**src/rtl/uv_sphere_mesh_generator_defines.svh**
```systemverilog
// ----------------------------------------------------------------------------
// uv sphere mesh generator assertion macros
// shared property forms for the sphere generator checks
// ----------------------------------------------------------------------------
`ifndef UV_SPHERE_MESH_GENERATOR_DEFINES_SVH
`define UV_SPHERE_MESH_GENERATOR_DEFINES_SVH

// same-cycle implication
`define SMG_ASSERT(label, clk, rst_n, ante, cons, msg) \
	label: assert property (@(posedge clk) disable iff (!rst_n) (ante) |-> (cons)) \
		else $error(msg);

// next-cycle implication
`define SMG_ASSERT_NEXT(label, clk, rst_n, ante, cons, msg) \
	label: assert property (@(posedge clk) disable iff (!rst_n) (ante) |=> (cons)) \
		else $error(msg);

`endif

```
**src/rtl/smg_pkg.sv**
```systemverilog
// ----------------------------------------------------------------------------
// smg_pkg
// types, widths and constants of the uv sphere mesh generator
// ----------------------------------------------------------------------------
`timescale 1ns / 1ps

package smg_pkg;

	// configuration
	localparam int CFG_IDX_W  = 2;
	localparam int CFG_DATA_W = 16;
	localparam logic [CFG_IDX_W-1:0] CFG_RADIUS  = 2'd0;
	localparam logic [CFG_IDX_W-1:0] CFG_SECTORS = 2'd1;
	localparam logic [CFG_IDX_W-1:0] CFG_STACKS  = 2'd2;

	localparam int MAX_STACKS  = 256;
	localparam int MAX_SECTORS = 256;
	localparam int MIN_STACKS  = 2;
	localparam int MIN_SECTORS = 3;

	localparam int RADIUS_W = 16;
	localparam int CNT_W    = 9;
	localparam logic [RADIUS_W-1:0] RADIUS_RST  = 16'd256;
	localparam logic [CNT_W-1:0]    SECTORS_RST = 9'd32;
	localparam logic [CNT_W-1:0]    STACKS_RST  = 9'd16;

	// stream payload
	localparam int IN_DATA_W = 8;
	localparam int COORD_W   = 17;
	localparam int IDX_W     = 17;
	localparam int TDATA_W   = 104;
	localparam int TUSER_W   = 2;
	localparam logic KIND_VERTEX   = 1'b0;
	localparam logic KIND_TRIANGLE = 1'b1;
	localparam int COORD_MAX = 65535;

	// angle and divider
	localparam int PHASE_W    = 24;
	localparam int DIV_NUM_W  = 33;
	localparam int DIV_STEPS  = 33;
	localparam int DIV_CNT_W  = 6;
	localparam int MUL_CYCLES = 5;

	// cordic
	localparam int COR_W       = 33;
	localparam int COR_STEPS   = 16;
	localparam int COR_IDX_W   = 4;
	localparam int CORDIC_GAIN = 652032874;
	localparam int HALF_PI_Q30 = 1686629713;
	localparam int HALF_PI_W   = 31;
	localparam int TRIG_W      = 18;
	localparam int TRIG_ONE    = 65536;

	// multiplier
	localparam int RING_W = 34;
	localparam int PROD_W = 52;

	typedef enum logic [1:0] {
		MUL_RING,
		MUL_Y,
		MUL_X,
		MUL_Z
	} smg_mul_t;

	typedef enum logic [1:0] {
		OUT_VERTEX,
		OUT_UPPER,
		OUT_LOWER
	} smg_out_t;

	typedef struct packed {
		logic                 div_load;
		logic                 div_sector;
		logic                 div_step;
		logic                 cor_load;
		logic                 cor_sector;
		logic                 cor_step;
		logic [COR_IDX_W-1:0] cor_iter;
		logic                 cor_store;
		logic                 mul_go;
		smg_mul_t             mul_sel;
		logic                 out_load;
		smg_out_t             out_sel;
		logic                 out_last;
		logic                 out_done;
		logic [CNT_W-1:0]     ring;
		logic [CNT_W-1:0]     col;
	} smg_cmd_t;

	typedef struct packed {
		logic out_free;
	} smg_stat_t;

	// arctangent of 2^-i in radians, q2.30
	function automatic logic signed [COR_W-1:0] cor_atan(input logic [COR_IDX_W-1:0] i);
		logic signed [COR_W-1:0] a;
		case (i)
			4'd0:    a = COR_W'(843314856);
			4'd1:    a = COR_W'(497837829);
			4'd2:    a = COR_W'(263043836);
			4'd3:    a = COR_W'(133525158);
			4'd4:    a = COR_W'(67021686);
			4'd5:    a = COR_W'(33543515);
			4'd6:    a = COR_W'(16775850);
			4'd7:    a = COR_W'(8388437);
			4'd8:    a = COR_W'(4194282);
			4'd9:    a = COR_W'(2097149);
			4'd10:   a = COR_W'(1048575);
			4'd11:   a = COR_W'(524287);
			4'd12:   a = COR_W'(262143);
			4'd13:   a = COR_W'(131071);
			4'd14:   a = COR_W'(65535);
			default: a = COR_W'(32767);
		endcase
		return a;
	endfunction

endpackage

```
**src/rtl/uv_sphere_mesh_generator.sv**
```systemverilog
// ----------------------------------------------------------------------------
// uv_sphere_mesh_generator
// a vertex request runs two angle divisions and two 16-step cordic passes on one
// shared unit, then the shared multiplier forms the ring, y, x and z products
// a triangle request emits one or two triangles; the output register frees the input
// one request is in flight at a time; a finished mesh answers with no result
// reset: radius 256, 32 sectors, 16 stacks, walk at the north pole, no clearing pass
// ----------------------------------------------------------------------------
`timescale 1ns / 1ps

module uv_sphere_mesh_generator
	import smg_pkg::*;
(
	input  logic                  clk,
	input  logic                  arst_n,
	input  logic                  s_tvalid,
	output logic                  s_tready,
	input  logic [IN_DATA_W-1:0]  s_tdata,   // [0] restart
	output logic                  m_tvalid,
	input  logic                  m_tready,
	output logic [TDATA_W-1:0]    m_tdata,   // pos_x, pos_y, pos_z, corner_a, corner_b, corner_c
	output logic [TUSER_W-1:0]    m_tuser,   // [0] item_kind, [1] mesh_done
	output logic                  m_tlast,
	input  logic                  cfg_we,
	input  logic [CFG_IDX_W-1:0]  cfg_index,
	input  logic [CFG_DATA_W-1:0] cfg_wdata
);

	logic [RADIUS_W-1:0] radius_q;
	logic [CNT_W-1:0]    sectors_q;
	logic [CNT_W-1:0]    stacks_q;
	logic [CNT_W-1:0]    wr_count;
	logic                sectors_ok;
	logic                stacks_ok;
	logic                cfg_rewind;
	smg_cmd_t            cmd;
	smg_stat_t           stat;

	assign wr_count   = cfg_wdata[CNT_W-1:0];
	assign sectors_ok = (wr_count >= CNT_W'(MIN_SECTORS)) && (wr_count <= CNT_W'(MAX_SECTORS));
	assign stacks_ok  = (wr_count >= CNT_W'(MIN_STACKS)) && (wr_count <= CNT_W'(MAX_STACKS));
	// an accepted count write while idle starts the walk over
	assign cfg_rewind = cfg_we && (((cfg_index == CFG_SECTORS) && sectors_ok) ||
	                               ((cfg_index == CFG_STACKS) && stacks_ok));

	always_ff @(posedge clk or negedge arst_n) begin
		if (!arst_n) begin
			radius_q  <= RADIUS_RST;
			sectors_q <= SECTORS_RST;
			stacks_q  <= STACKS_RST;
		end else if (cfg_we) begin
			case (cfg_index)
				CFG_RADIUS: begin
					radius_q <= cfg_wdata[RADIUS_W-1:0];
				end
				CFG_SECTORS: begin
					if (sectors_ok) begin
						sectors_q <= wr_count;
					end
				end
				CFG_STACKS: begin
					if (stacks_ok) begin
						stacks_q <= wr_count;
					end
				end
				default: begin
				end
			endcase
		end
	end

	smg_ctrl u_ctrl (
		.clk        (clk),
		.arst_n     (arst_n),
		.s_tvalid   (s_tvalid),
		.s_tready   (s_tready),
		.restart    (s_tdata[0]),
		.cfg_rewind (cfg_rewind),
		.sectors    (sectors_q),
		.stacks     (stacks_q),
		.stat       (stat),
		.cmd        (cmd)
	);

	smg_datapath u_datapath (
		.clk      (clk),
		.arst_n   (arst_n),
		.cmd      (cmd),
		.stat     (stat),
		.radius   (radius_q),
		.sectors  (sectors_q),
		.stacks   (stacks_q),
		.m_tvalid (m_tvalid),
		.m_tready (m_tready),
		.m_tdata  (m_tdata),
		.m_tuser  (m_tuser),
		.m_tlast  (m_tlast)
	);

endmodule

```
**src/rtl/smg_ctrl.sv**
```systemverilog
// ----------------------------------------------------------------------------
// smg_ctrl
// walk sequencer: grid and quad counters, per-request command sequence
// ----------------------------------------------------------------------------
`timescale 1ns / 1ps
`include "uv_sphere_mesh_generator_defines.svh"

module smg_ctrl
	import smg_pkg::*;
(
	input  logic             clk,
	input  logic             arst_n,
	input  logic             s_tvalid,
	output logic             s_tready,
	input  logic             restart,
	input  logic             cfg_rewind,
	input  logic [CNT_W-1:0] sectors,
	input  logic [CNT_W-1:0] stacks,
	input  smg_stat_t        stat,
	output smg_cmd_t         cmd
);

	typedef enum logic [3:0] {
		ST_IDLE,
		ST_START,
		ST_DIV,
		ST_COR_LD,
		ST_COR,
		ST_COR_ST,
		ST_MUL,
		ST_EMIT_V,
		ST_EMIT_UP,
		ST_EMIT_LO
	} state_t;

	typedef enum logic [1:0] {
		PH_VERTEX,
		PH_TRI,
		PH_DONE
	} phase_t;

	state_t               state_q;
	phase_t               phase_q;
	logic [CNT_W-1:0]     ring_q;
	logic [CNT_W-1:0]     col_q;
	logic [DIV_CNT_W-1:0] cnt_q;
	logic                 sector_pass_q;

	logic             accept;
	logic [CNT_W:0]   col_next;
	logic [CNT_W:0]   ring_next;
	logic             upper;
	logic             lower;
	logic             final_quad;

	assign s_tready   = (state_q == ST_IDLE);
	assign accept     = s_tvalid && s_tready;
	assign col_next   = {1'b0, col_q} + (CNT_W+1)'(1);
	assign ring_next  = {1'b0, ring_q} + (CNT_W+1)'(1);
	assign upper      = (ring_q != '0);
	assign lower      = (ring_next != {1'b0, stacks});
	assign final_quad = (ring_next >= {1'b0, stacks}) && (col_next >= {1'b0, sectors});

	always_comb begin
		cmd          = '0;
		cmd.mul_sel  = MUL_RING;
		cmd.out_sel  = OUT_VERTEX;
		cmd.ring     = ring_q;
		cmd.col      = col_q;
		cmd.cor_iter = cnt_q[COR_IDX_W-1:0];
		case (state_q)
			ST_START: begin
				cmd.div_load = (phase_q == PH_VERTEX);
			end
			ST_DIV: begin
				cmd.div_step = 1'b1;
			end
			ST_COR_LD: begin
				cmd.cor_load   = 1'b1;
				cmd.cor_sector = sector_pass_q;
			end
			ST_COR: begin
				cmd.cor_step = 1'b1;
			end
			ST_COR_ST: begin
				cmd.cor_store  = 1'b1;
				cmd.cor_sector = sector_pass_q;
				// sector angle division starts right behind the stack pass
				cmd.div_load   = !sector_pass_q;
				cmd.div_sector = 1'b1;
			end
			ST_MUL: begin
				cmd.mul_go  = (cnt_q < DIV_CNT_W'(MUL_CYCLES - 1));
				cmd.mul_sel = smg_mul_t'(cnt_q[1:0]);
			end
			ST_EMIT_V: begin
				cmd.out_load = stat.out_free;
				cmd.out_sel  = OUT_VERTEX;
				cmd.out_last = 1'b1;
			end
			ST_EMIT_UP: begin
				cmd.out_load = stat.out_free;
				cmd.out_sel  = OUT_UPPER;
				cmd.out_last = !lower;
				cmd.out_done = final_quad && !lower;
			end
			ST_EMIT_LO: begin
				cmd.out_load = stat.out_free;
				cmd.out_sel  = OUT_LOWER;
				cmd.out_last = 1'b1;
				cmd.out_done = final_quad;
			end
			default: begin
			end
		endcase
	end

	always_ff @(posedge clk or negedge arst_n) begin
		if (!arst_n) begin
			state_q       <= ST_IDLE;
			phase_q       <= PH_VERTEX;
			ring_q        <= '0;
			col_q         <= '0;
			cnt_q         <= '0;
			sector_pass_q <= 1'b0;
		end else begin
			case (state_q)
				ST_IDLE: begin
					if (accept) begin
						if (restart || cfg_rewind) begin
							phase_q <= PH_VERTEX;
							ring_q  <= '0;
							col_q   <= '0;
						end
						state_q <= ST_START;
					end else if (cfg_rewind) begin
						phase_q <= PH_VERTEX;
						ring_q  <= '0;
						col_q   <= '0;
					end
				end
				ST_START: begin
					cnt_q         <= '0;
					sector_pass_q <= 1'b0;
					case (phase_q)
						PH_VERTEX: state_q <= ST_DIV;
						PH_TRI:    state_q <= upper ? ST_EMIT_UP : ST_EMIT_LO;
						default:   state_q <= ST_IDLE;
					endcase
				end
				ST_DIV: begin
					cnt_q <= cnt_q + DIV_CNT_W'(1);
					if (cnt_q == DIV_CNT_W'(DIV_STEPS - 1)) begin
						cnt_q   <= '0;
						state_q <= ST_COR_LD;
					end
				end
				ST_COR_LD: begin
					cnt_q   <= '0;
					state_q <= ST_COR;
				end
				ST_COR: begin
					cnt_q <= cnt_q + DIV_CNT_W'(1);
					if (cnt_q == DIV_CNT_W'(COR_STEPS - 1)) begin
						cnt_q   <= '0;
						state_q <= ST_COR_ST;
					end
				end
				ST_COR_ST: begin
					cnt_q <= '0;
					if (!sector_pass_q) begin
						sector_pass_q <= 1'b1;
						state_q       <= ST_DIV;
					end else begin
						state_q <= ST_MUL;
					end
				end
				ST_MUL: begin
					cnt_q <= cnt_q + DIV_CNT_W'(1);
					if (cnt_q == DIV_CNT_W'(MUL_CYCLES - 1)) begin
						cnt_q   <= '0;
						state_q <= ST_EMIT_V;
					end
				end
				ST_EMIT_V: begin
					if (stat.out_free) begin
						state_q <= ST_IDLE;
						if (col_next > {1'b0, sectors}) begin
							col_q <= '0;
							if (ring_next > {1'b0, stacks}) begin
								phase_q <= PH_TRI;
								ring_q  <= '0;
							end else begin
								ring_q <= ring_next[CNT_W-1:0];
							end
						end else begin
							col_q <= col_next[CNT_W-1:0];
						end
					end
				end
				ST_EMIT_UP, ST_EMIT_LO: begin
					if (stat.out_free) begin
						if (state_q == ST_EMIT_UP && lower) begin
							state_q <= ST_EMIT_LO;
						end else begin
							state_q <= ST_IDLE;
							if (col_next >= {1'b0, sectors}) begin
								col_q <= '0;
								if (ring_next >= {1'b0, stacks}) begin
									phase_q <= PH_DONE;
									ring_q  <= '0;
								end else begin
									ring_q <= ring_next[CNT_W-1:0];
								end
							end else begin
								col_q <= col_next[CNT_W-1:0];
							end
						end
					end
				end
				default: begin
					state_q <= ST_IDLE;
				end
			endcase
		end
	end

	`SMG_ASSERT_NEXT(a_accept_starts, clk, arst_n, accept, state_q == ST_START, "accepted request did not start a walk step")
	`SMG_ASSERT(a_col_in_grid, clk, arst_n, phase_q == PH_VERTEX, col_q <= sectors, "vertex column beyond ring")
	`SMG_ASSERT(a_ring_in_quads, clk, arst_n, phase_q == PH_TRI, ring_q < stacks, "quad row beyond last stack")

endmodule

```
**src/rtl/smg_datapath.sv**
```systemverilog
// ----------------------------------------------------------------------------
// smg_datapath
// angle divider, shared cordic, shared multiplier and output register
// ----------------------------------------------------------------------------
`timescale 1ns / 1ps

module smg_datapath
	import smg_pkg::*;
(
	input  logic                clk,
	input  logic                arst_n,
	input  smg_cmd_t            cmd,
	output smg_stat_t           stat,
	input  logic [RADIUS_W-1:0] radius,
	input  logic [CNT_W-1:0]    sectors,
	input  logic [CNT_W-1:0]    stacks,
	output logic                m_tvalid,
	input  logic                m_tready,
	output logic [TDATA_W-1:0]  m_tdata,
	output logic [TUSER_W-1:0]  m_tuser,
	output logic                m_tlast
);

	localparam int ZP_W = PHASE_W - 2 + HALF_PI_W;
	localparam logic [PHASE_W-1:0] QUARTER_TURN = PHASE_W'(1) << (PHASE_W - 2);
	localparam logic signed [COR_W-1:0]  RND14 = COR_W'(1) <<< 13;
	localparam logic signed [PROD_W-1:0] RND16 = PROD_W'(1) <<< 15;
	localparam logic signed [PROD_W-1:0] RND32 = PROD_W'(1) <<< 31;
	localparam logic signed [PROD_W-1:0] P_HI  = PROD_W'(COORD_MAX);
	localparam logic signed [PROD_W-1:0] P_LO  = -P_HI;
	localparam logic signed [COR_W-1:0]  T_HI  = COR_W'(TRIG_ONE);
	localparam logic signed [COR_W-1:0]  T_LO  = -T_HI;

	function automatic logic signed [TRIG_W-1:0] trig_clamp(input logic signed [COR_W-1:0] v);
		logic signed [COR_W-1:0] r;
		r = (v + RND14) >>> 14;
		if (r > T_HI) begin
			r = T_HI;
		end else if (r < T_LO) begin
			r = T_LO;
		end
		return r[TRIG_W-1:0];
	endfunction

	function automatic logic signed [COORD_W-1:0] coord_sat(input logic signed [PROD_W-1:0] v);
		logic signed [PROD_W-1:0] r;
		r = v;
		if (r > P_HI) begin
			r = P_HI;
		end else if (r < P_LO) begin
			r = P_LO;
		end
		return r[COORD_W-1:0];
	endfunction

	// restoring divider, quotient shifts in where the numerator shifts out
	logic [DIV_NUM_W-1:0] num_q;
	logic [CNT_W-1:0]     divisor_q;
	logic [CNT_W-1:0]     rem_q;
	logic [CNT_W:0]       trial;
	logic                 trial_ge;
	logic [CNT_W:0]       trial_diff;

	assign trial      = {rem_q, num_q[DIV_NUM_W-1]};
	assign trial_ge   = (trial >= {1'b0, divisor_q});
	assign trial_diff = trial - {1'b0, divisor_q};

	always_ff @(posedge clk) begin
		if (cmd.div_load) begin
			rem_q <= '0;
			if (cmd.div_sector) begin
				divisor_q <= sectors;
				num_q <= (DIV_NUM_W'(cmd.col) << PHASE_W) + DIV_NUM_W'(sectors >> 1);
			end else begin
				divisor_q <= stacks;
				num_q <= (DIV_NUM_W'(cmd.ring) << (PHASE_W - 1)) + DIV_NUM_W'(stacks >> 1);
			end
		end else if (cmd.div_step) begin
			rem_q <= trial_ge ? trial_diff[CNT_W-1:0] : trial[CNT_W-1:0];
			num_q <= {num_q[DIV_NUM_W-2:0], trial_ge};
		end
	end

	// cordic rotation
	logic [PHASE_W-1:0]      phase;
	logic [ZP_W-1:0]         zprod;
	logic signed [COR_W-1:0] cx_q, cy_q, cz_q;
	logic [1:0]              quad_q;
	logic signed [COR_W-1:0] dx, dy, atan_i;
	logic signed [TRIG_W-1:0] cos_r, sin_r, cos_q4, sin_q4;
	logic signed [TRIG_W-1:0] cs_q, ss_q, ct_q, st_q;

	assign phase  = cmd.cor_sector ? num_q[PHASE_W-1:0] : (QUARTER_TURN - num_q[PHASE_W-1:0]);
	assign zprod  = ZP_W'(phase[PHASE_W-3:0]) * ZP_W'(HALF_PI_Q30);
	assign dx     = cy_q >>> cmd.cor_iter;
	assign dy     = cx_q >>> cmd.cor_iter;
	assign atan_i = cor_atan(cmd.cor_iter);
	assign cos_r  = trig_clamp(cx_q);
	assign sin_r  = trig_clamp(cy_q);

	always_comb begin
		case (quad_q)
			2'd0: begin
				cos_q4 = cos_r;
				sin_q4 = sin_r;
			end
			2'd1: begin
				cos_q4 = -sin_r;
				sin_q4 = cos_r;
			end
			2'd2: begin
				cos_q4 = -cos_r;
				sin_q4 = -sin_r;
			end
			default: begin
				cos_q4 = sin_r;
				sin_q4 = -cos_r;
			end
		endcase
	end

	always_ff @(posedge clk) begin
		if (cmd.cor_load) begin
			quad_q <= phase[PHASE_W-1:PHASE_W-2];
			cx_q   <= COR_W'(CORDIC_GAIN);
			cy_q   <= '0;
			cz_q   <= COR_W'(zprod[ZP_W-1:PHASE_W-2]);
		end else if (cmd.cor_step) begin
			if (!cz_q[COR_W-1]) begin
				cx_q <= cx_q - dx;
				cy_q <= cy_q + dy;
				cz_q <= cz_q - atan_i;
			end else begin
				cx_q <= cx_q + dx;
				cy_q <= cy_q - dy;
				cz_q <= cz_q + atan_i;
			end
		end
		if (cmd.cor_store) begin
			if (cmd.cor_sector) begin
				ct_q <= cos_q4;
				st_q <= sin_q4;
			end else begin
				cs_q <= cos_q4;
				ss_q <= sin_q4;
			end
		end
	end

	// shared multiplier, one product per cycle, scaled in the following cycle
	logic signed [RING_W-1:0] mul_a;
	logic signed [TRIG_W-1:0] mul_b;
	logic signed [PROD_W-1:0] prod_s1;
	smg_mul_t                 sel_s1;
	logic                     vld_s1;
	logic signed [RING_W-1:0] ring_q;
	logic signed [COORD_W-1:0] px_q, py_q, pz_q;
	logic signed [PROD_W-1:0] rnd16, rnd32;

	always_comb begin
		case (cmd.mul_sel)
			MUL_RING: begin
				mul_a = $signed(RING_W'(radius));
				mul_b = cs_q;
			end
			MUL_Y: begin
				mul_a = $signed(RING_W'(radius));
				mul_b = ss_q;
			end
			MUL_X: begin
				mul_a = ring_q;
				mul_b = ct_q;
			end
			default: begin
				mul_a = ring_q;
				mul_b = st_q;
			end
		endcase
	end

	assign rnd16 = (prod_s1 + RND16) >>> 16;
	assign rnd32 = (prod_s1 + RND32) >>> 32;

	always_ff @(posedge clk or negedge arst_n) begin
		if (!arst_n) begin
			vld_s1 <= 1'b0;
		end else begin
			vld_s1 <= cmd.mul_go;
		end
	end

	always_ff @(posedge clk) begin
		if (cmd.mul_go) begin
			prod_s1 <= PROD_W'(mul_a) * PROD_W'(mul_b);
			sel_s1  <= cmd.mul_sel;
		end
		if (vld_s1) begin
			case (sel_s1)
				MUL_RING: ring_q <= prod_s1[RING_W-1:0];
				MUL_Y:    py_q   <= coord_sat(rnd16);
				MUL_X:    px_q   <= coord_sat(rnd32);
				default:  pz_q   <= coord_sat(rnd32);
			endcase
		end
	end

	// quad corner indices
	logic [IDX_W-1:0] per_ring, tl, tr, bl, br;

	assign per_ring = IDX_W'(sectors) + IDX_W'(1);
	assign tl       = IDX_W'(cmd.ring) * per_ring + IDX_W'(cmd.col);
	assign tr       = tl + IDX_W'(1);
	assign bl       = tl + per_ring;
	assign br       = bl + IDX_W'(1);

	// output register
	logic                     out_vld_q;
	logic                     kind_q, last_q, done_q;
	logic signed [COORD_W-1:0] ox_q, oy_q, oz_q;
	logic [IDX_W-1:0]         oa_q, ob_q, oc_q;

	assign stat.out_free = !out_vld_q || m_tready;

	always_ff @(posedge clk or negedge arst_n) begin
		if (!arst_n) begin
			out_vld_q <= 1'b0;
		end else if (cmd.out_load) begin
			out_vld_q <= 1'b1;
		end else if (m_tready) begin
			out_vld_q <= 1'b0;
		end
	end

	always_ff @(posedge clk) begin
		if (cmd.out_load) begin
			last_q <= cmd.out_last;
			done_q <= cmd.out_done;
			case (cmd.out_sel)
				OUT_VERTEX: begin
					kind_q <= KIND_VERTEX;
					ox_q   <= px_q;
					oy_q   <= py_q;
					oz_q   <= pz_q;
					oa_q   <= '0;
					ob_q   <= '0;
					oc_q   <= '0;
				end
				OUT_UPPER: begin
					kind_q <= KIND_TRIANGLE;
					ox_q   <= '0;
					oy_q   <= '0;
					oz_q   <= '0;
					oa_q   <= tl;
					ob_q   <= tr;
					oc_q   <= bl;
				end
				default: begin
					kind_q <= KIND_TRIANGLE;
					ox_q   <= '0;
					oy_q   <= '0;
					oz_q   <= '0;
					oa_q   <= tr;
					ob_q   <= br;
					oc_q   <= bl;
				end
			endcase
		end
	end

	assign m_tvalid = out_vld_q;
	assign m_tdata  = {2'b00, oc_q, ob_q, oa_q, oz_q, oy_q, ox_q};
	assign m_tuser  = {done_q, kind_q};
	assign m_tlast  = last_q;

endmodule

```
**config.mk**
```make
export PLATFORM = sky130hd
export DESIGN_NAME = uv_sphere_mesh_generator
export DESIGN_NICKNAME = d
export VERILOG_FILES = /design/src/rtl/smg_pkg.sv /design/src/rtl/uv_sphere_mesh_generator.sv /design/src/rtl/smg_ctrl.sv /design/src/rtl/smg_datapath.sv
export VERILOG_INCLUDE_DIRS = /design/src /design/src/rtl
export SDC_FILE = /design/constraint.sdc
export NUM_CORES = 2
export LEC_CHECK = 0
export ABC_AREA = 1
export ABC_CLOCK_PERIOD_IN_PS = 9200
export BUFFER_PORTS_ARGS = -buffer_cell sky130_fd_sc_hd__buf_4
export CAP_MARGIN = 10
export CORE_MARGIN = 3
export CORE_UTILIZATION = 65
export CTS_CLUSTER_SIZE = 24
export DETAILED_ROUTE_END_ITERATION = 12
export PLACE_DENSITY = 0.82
export SYNTH_ARGS = -nofsm -noshare
export SYNTH_HDL_FRONTEND = slang
export SYNTH_SLANG_ARGS = --single-unit
```
**constraint.sdc**
```tcl
create_clock -name clk -period 9.2 [get_ports clk]
set_input_delay 0.92 -clock clk [delete_from_list [all_inputs] [get_ports clk]]
set_output_delay 0.92 -clock clk [all_outputs]
set_load 0.05 [all_outputs]
```
==> metrics.txt <==
status=finished, final reports clean; initial antenna violation count=4; Async S/R FF share, synth=0.125; reg2reg setup slack=0.47 ns; clk sinks=535; top-count cell post-synth=nand2_1; row cnt=121; Largest delay share family, worst path=adder cells; # H-tree levels=2; period utilisation layout=0.949; layout cell share with drive strength beyond 1=0.0568; Residual DRC=0; wire length per cell=19.2 um; routed wire length=209 mm; DR pass1 iterations=7; routed vias=63,000; post-layout net count=10,800; Yosys top cell by area=fa_1; Worst R2R End=u_datapath.cz_q[27]; Setup TNS=0 ns; Ys Warns=0; routability cong.=1.00; Post-Syn Area=72,400 um^2; clk root buf=clkbuf_16; top post-synthesis cells by count=nand2_1 (1,982), inv_1 (1,887), fa_1 (876); Synth top area share=0.242; fillers=8,778; Die H=340 um; final HPWL from detailed placement=168 mm; Initial Utilization=0.660; Slew Limit Headroom=0.186; Post-synth EDFFs=391; die span in x=340 um; post-synthesis register bit count=535; die area=116,000 um^2; CP dominant cell by count=inv_1; cell depth of the worst setup path=32; critical path startpoint=u_ctrl.state_q[0]; final setup fails=0; DP Area=75,200 um^2; Setup Crit Path Kind=register to register; Reg2Reg Depth=32; Avg Cell Area, Syn=7.83 um^2; vias in the first global route=62,800; Slew Viols, Final=0; Cell variety after synth=73; final instance area=77,300 um^2; CTS Buf Count=60; worst path arrival time=9.27 ns; CTS Buffer Depth=3; RSZ-0062 raised after global routing=no; Core Region=110,000 um^2; Crit. End Element=register; gr usage total=0.363; area of the multi-input gates=49,200 um^2; worst r2r src=u_ctrl.state_q[0]; HP Class=primary input to async pin; Max Cap Violations=0; register area=15,000 um^2; io pins=140; slowest CP cell=xor2_1; critical path peak fanout=10; CTS tree=yes; first-pass GRT wire length=334 mm; synthesized instance count=9,249; Vias/cell=5.81; crit path time final=8.73 ns; Worst-Skew Late Latency=0.71 ns; synth top area cells=fa_1 (24%), edfxtp_1 (16%), nand2_1 (10%); hold_buf cts=0; Worst Clk Skew=0.0371 ns; GRT overflow=0; Worst EP required=9.74 ns; antenna-violating nets left=0; largest net degree at the start of global routing=98; area grow syn2layout=6.70%; predominant post-synthesis flop cell=edfxtp_1; Worst Setup Start Kind=register; Buf+Inv Stages, Crit Path=8; fmax=0.115 GHz; port buffer count=130; CP max stage delay=0.63 ns; final number of hold-violating endpoints=0; register area share after synthesis=0.207; First DRT Iteration DRCs=6,098; Clk pin slew, worst setup/hold paths=0.06 ns; Worst Tran Pin Value=1.22 ns
[through the flow]
stage / setup slack [ns] / hold WS (ns) / util / instances
detailed placement: 0.567 / 0.406 / 0.685 / 10700
finish: 0.473 / 0.346 / 0.704 / 10900
CTS: 0.495 / 0.374 / 0.704 / 10900
global placement: 0.698 / 0.402 / 0.685 / 10700
floorplan: 1.29 / 0.400 / - / 9250
global route: 0.0181 / 0.414 / 0.704 / 10900
[area by class of cell]
| type | count | share of cell area |
|---|---|---|
| flip-flops and latches | 535 | 0.194 |
| clock inverters | 44 | 0.00657 |
| diodes | 2 | 0.0000647 |
| well taps | 1476 | 0.0239 |
| repair buffers | 266 | 0.0260 |
| inverters | 1918 | 0.0932 |
| multi-input cells | 6547 | 0.637 |
| clock buffers | 66 | 0.0198 |
[placed cells by master, fill, tap and decap left out, types with 10 or more instances in the layout]
cell type and instances:
xor2_1 245, dfrtp_1 60, clkinv_2 15, nand3b_1 10, nand4_1 85, o21ai_0 500
nor2_1 808, o2111ai_1 10, nor3_2 14, a21oi_1 377, nand2_1 1980, o221ai_1 11
inv_1 1884, a21o_1 10, o211ai_1 32, a31oi_1 44, nor3_1 72, dfxtp_1 76
edfxtp_1 391, nand3_2 11, ha_1 572, o21bai_1 12, nand3_1 457, nand2_2 17
o21a_1 21, buf_4 263, a21boi_0 10, nor2_4 12, o21ai_2 20, o31ai_1 18
xnor2_1 81, clkinv_1 26, clkbuf_16 60, fa_1 876, nor2_2 25, nor4_1 27
o22ai_1 35, o21ai_1 60, or2_2 22, inv_2 18
[flip-flops by register name, indices dropped and copies added (netlist names), 16 cells and up]
name,count
u_datapath.oc_q,17
u_datapath.st_q,18
u_datapath.cz_q,33
u_datapath.oa_q,17
radius_q,16
u_datapath.px_q,17
u_datapath.cy_q,33
u_datapath.ox_q,17
u_datapath.ring_q,34
u_datapath.ob_q,17
u_datapath.prod_s1,52
u_datapath.oy_q,17
u_datapath.cx_q,33
u_datapath.ct_q,18
u_datapath.ss_q,18
u_datapath.pz_q,17
u_datapath.py_q,17
u_datapath.oz_q,17
u_datapath.cs_q,18
u_datapath.num_q,33
[cell families (layout without fill, tap and decap cells)]
logic type,after synthesis,count (layout),share of synthesized area
flip-flops,535,535,0.207
XOR/XNOR,329,329,0.0399
other,1,4,0.0000518
multiplexers,9,9,0.00143
buffers and inverters,2168,2294,0.116
AND/OR/NAND/NOR,3567,3567,0.204
adder cells (fa/ha/maj),1448,1448,0.341
AO/OA/AOI/OAI,1192,1192,0.0912
[layer usage]
metal / share of wire / vias up / track usage
met5: 0.000062 / - / 0
li1: - / 29200 / -
met1: 0.40 / 30000 / 0.495
met4: 0.044 / 2 / 0.136
met3: 0.11 / 574 / 0.0757
met2: 0.45 / 3237 / 0.574
[worst register-to-register path, delay by kind of cell, from the launching register on]
| family | cells | cell delay, ns |
|---|---|---|
| adders and majority gates | 8 | 4.00 |
| xor gates and xnor gates | 2 | 0.85 |
| buffers and inverters | 8 | 0.93 |
| AOI/OAI and AO/OA | 4 | 1.24 |
| DFF | 1 | 0.44 |
| and+or+nand+nor | 10 | 1.10 |
[worst max-delay path by stage]
| stage | end | slack (ns) |
|---|---|---|
| global placement | u_datapath.cz_q[13] | 0.70 |
| finish | u_datapath.cz_q[27] | 0.47 |
| global route | u_datapath.prod_s1[35] | 0.02 |
| detailed placement | u_datapath.cz_q[29] | 0.57 |
| CTS | u_datapath.cz_q[13] | 0.50 |
| floorplan | u_datapath.cz_q[26] | 1.29 |
[repair_timing]
action                                  4_1_cts  5_1_grt
buffers inserted                              0        0
resized for setup                             0        9
endpoints found under the setup margin        0        8
Power is not shown: default switching activity piles up to over one toggle a cycle in this logic, so the estimate is an artifact.
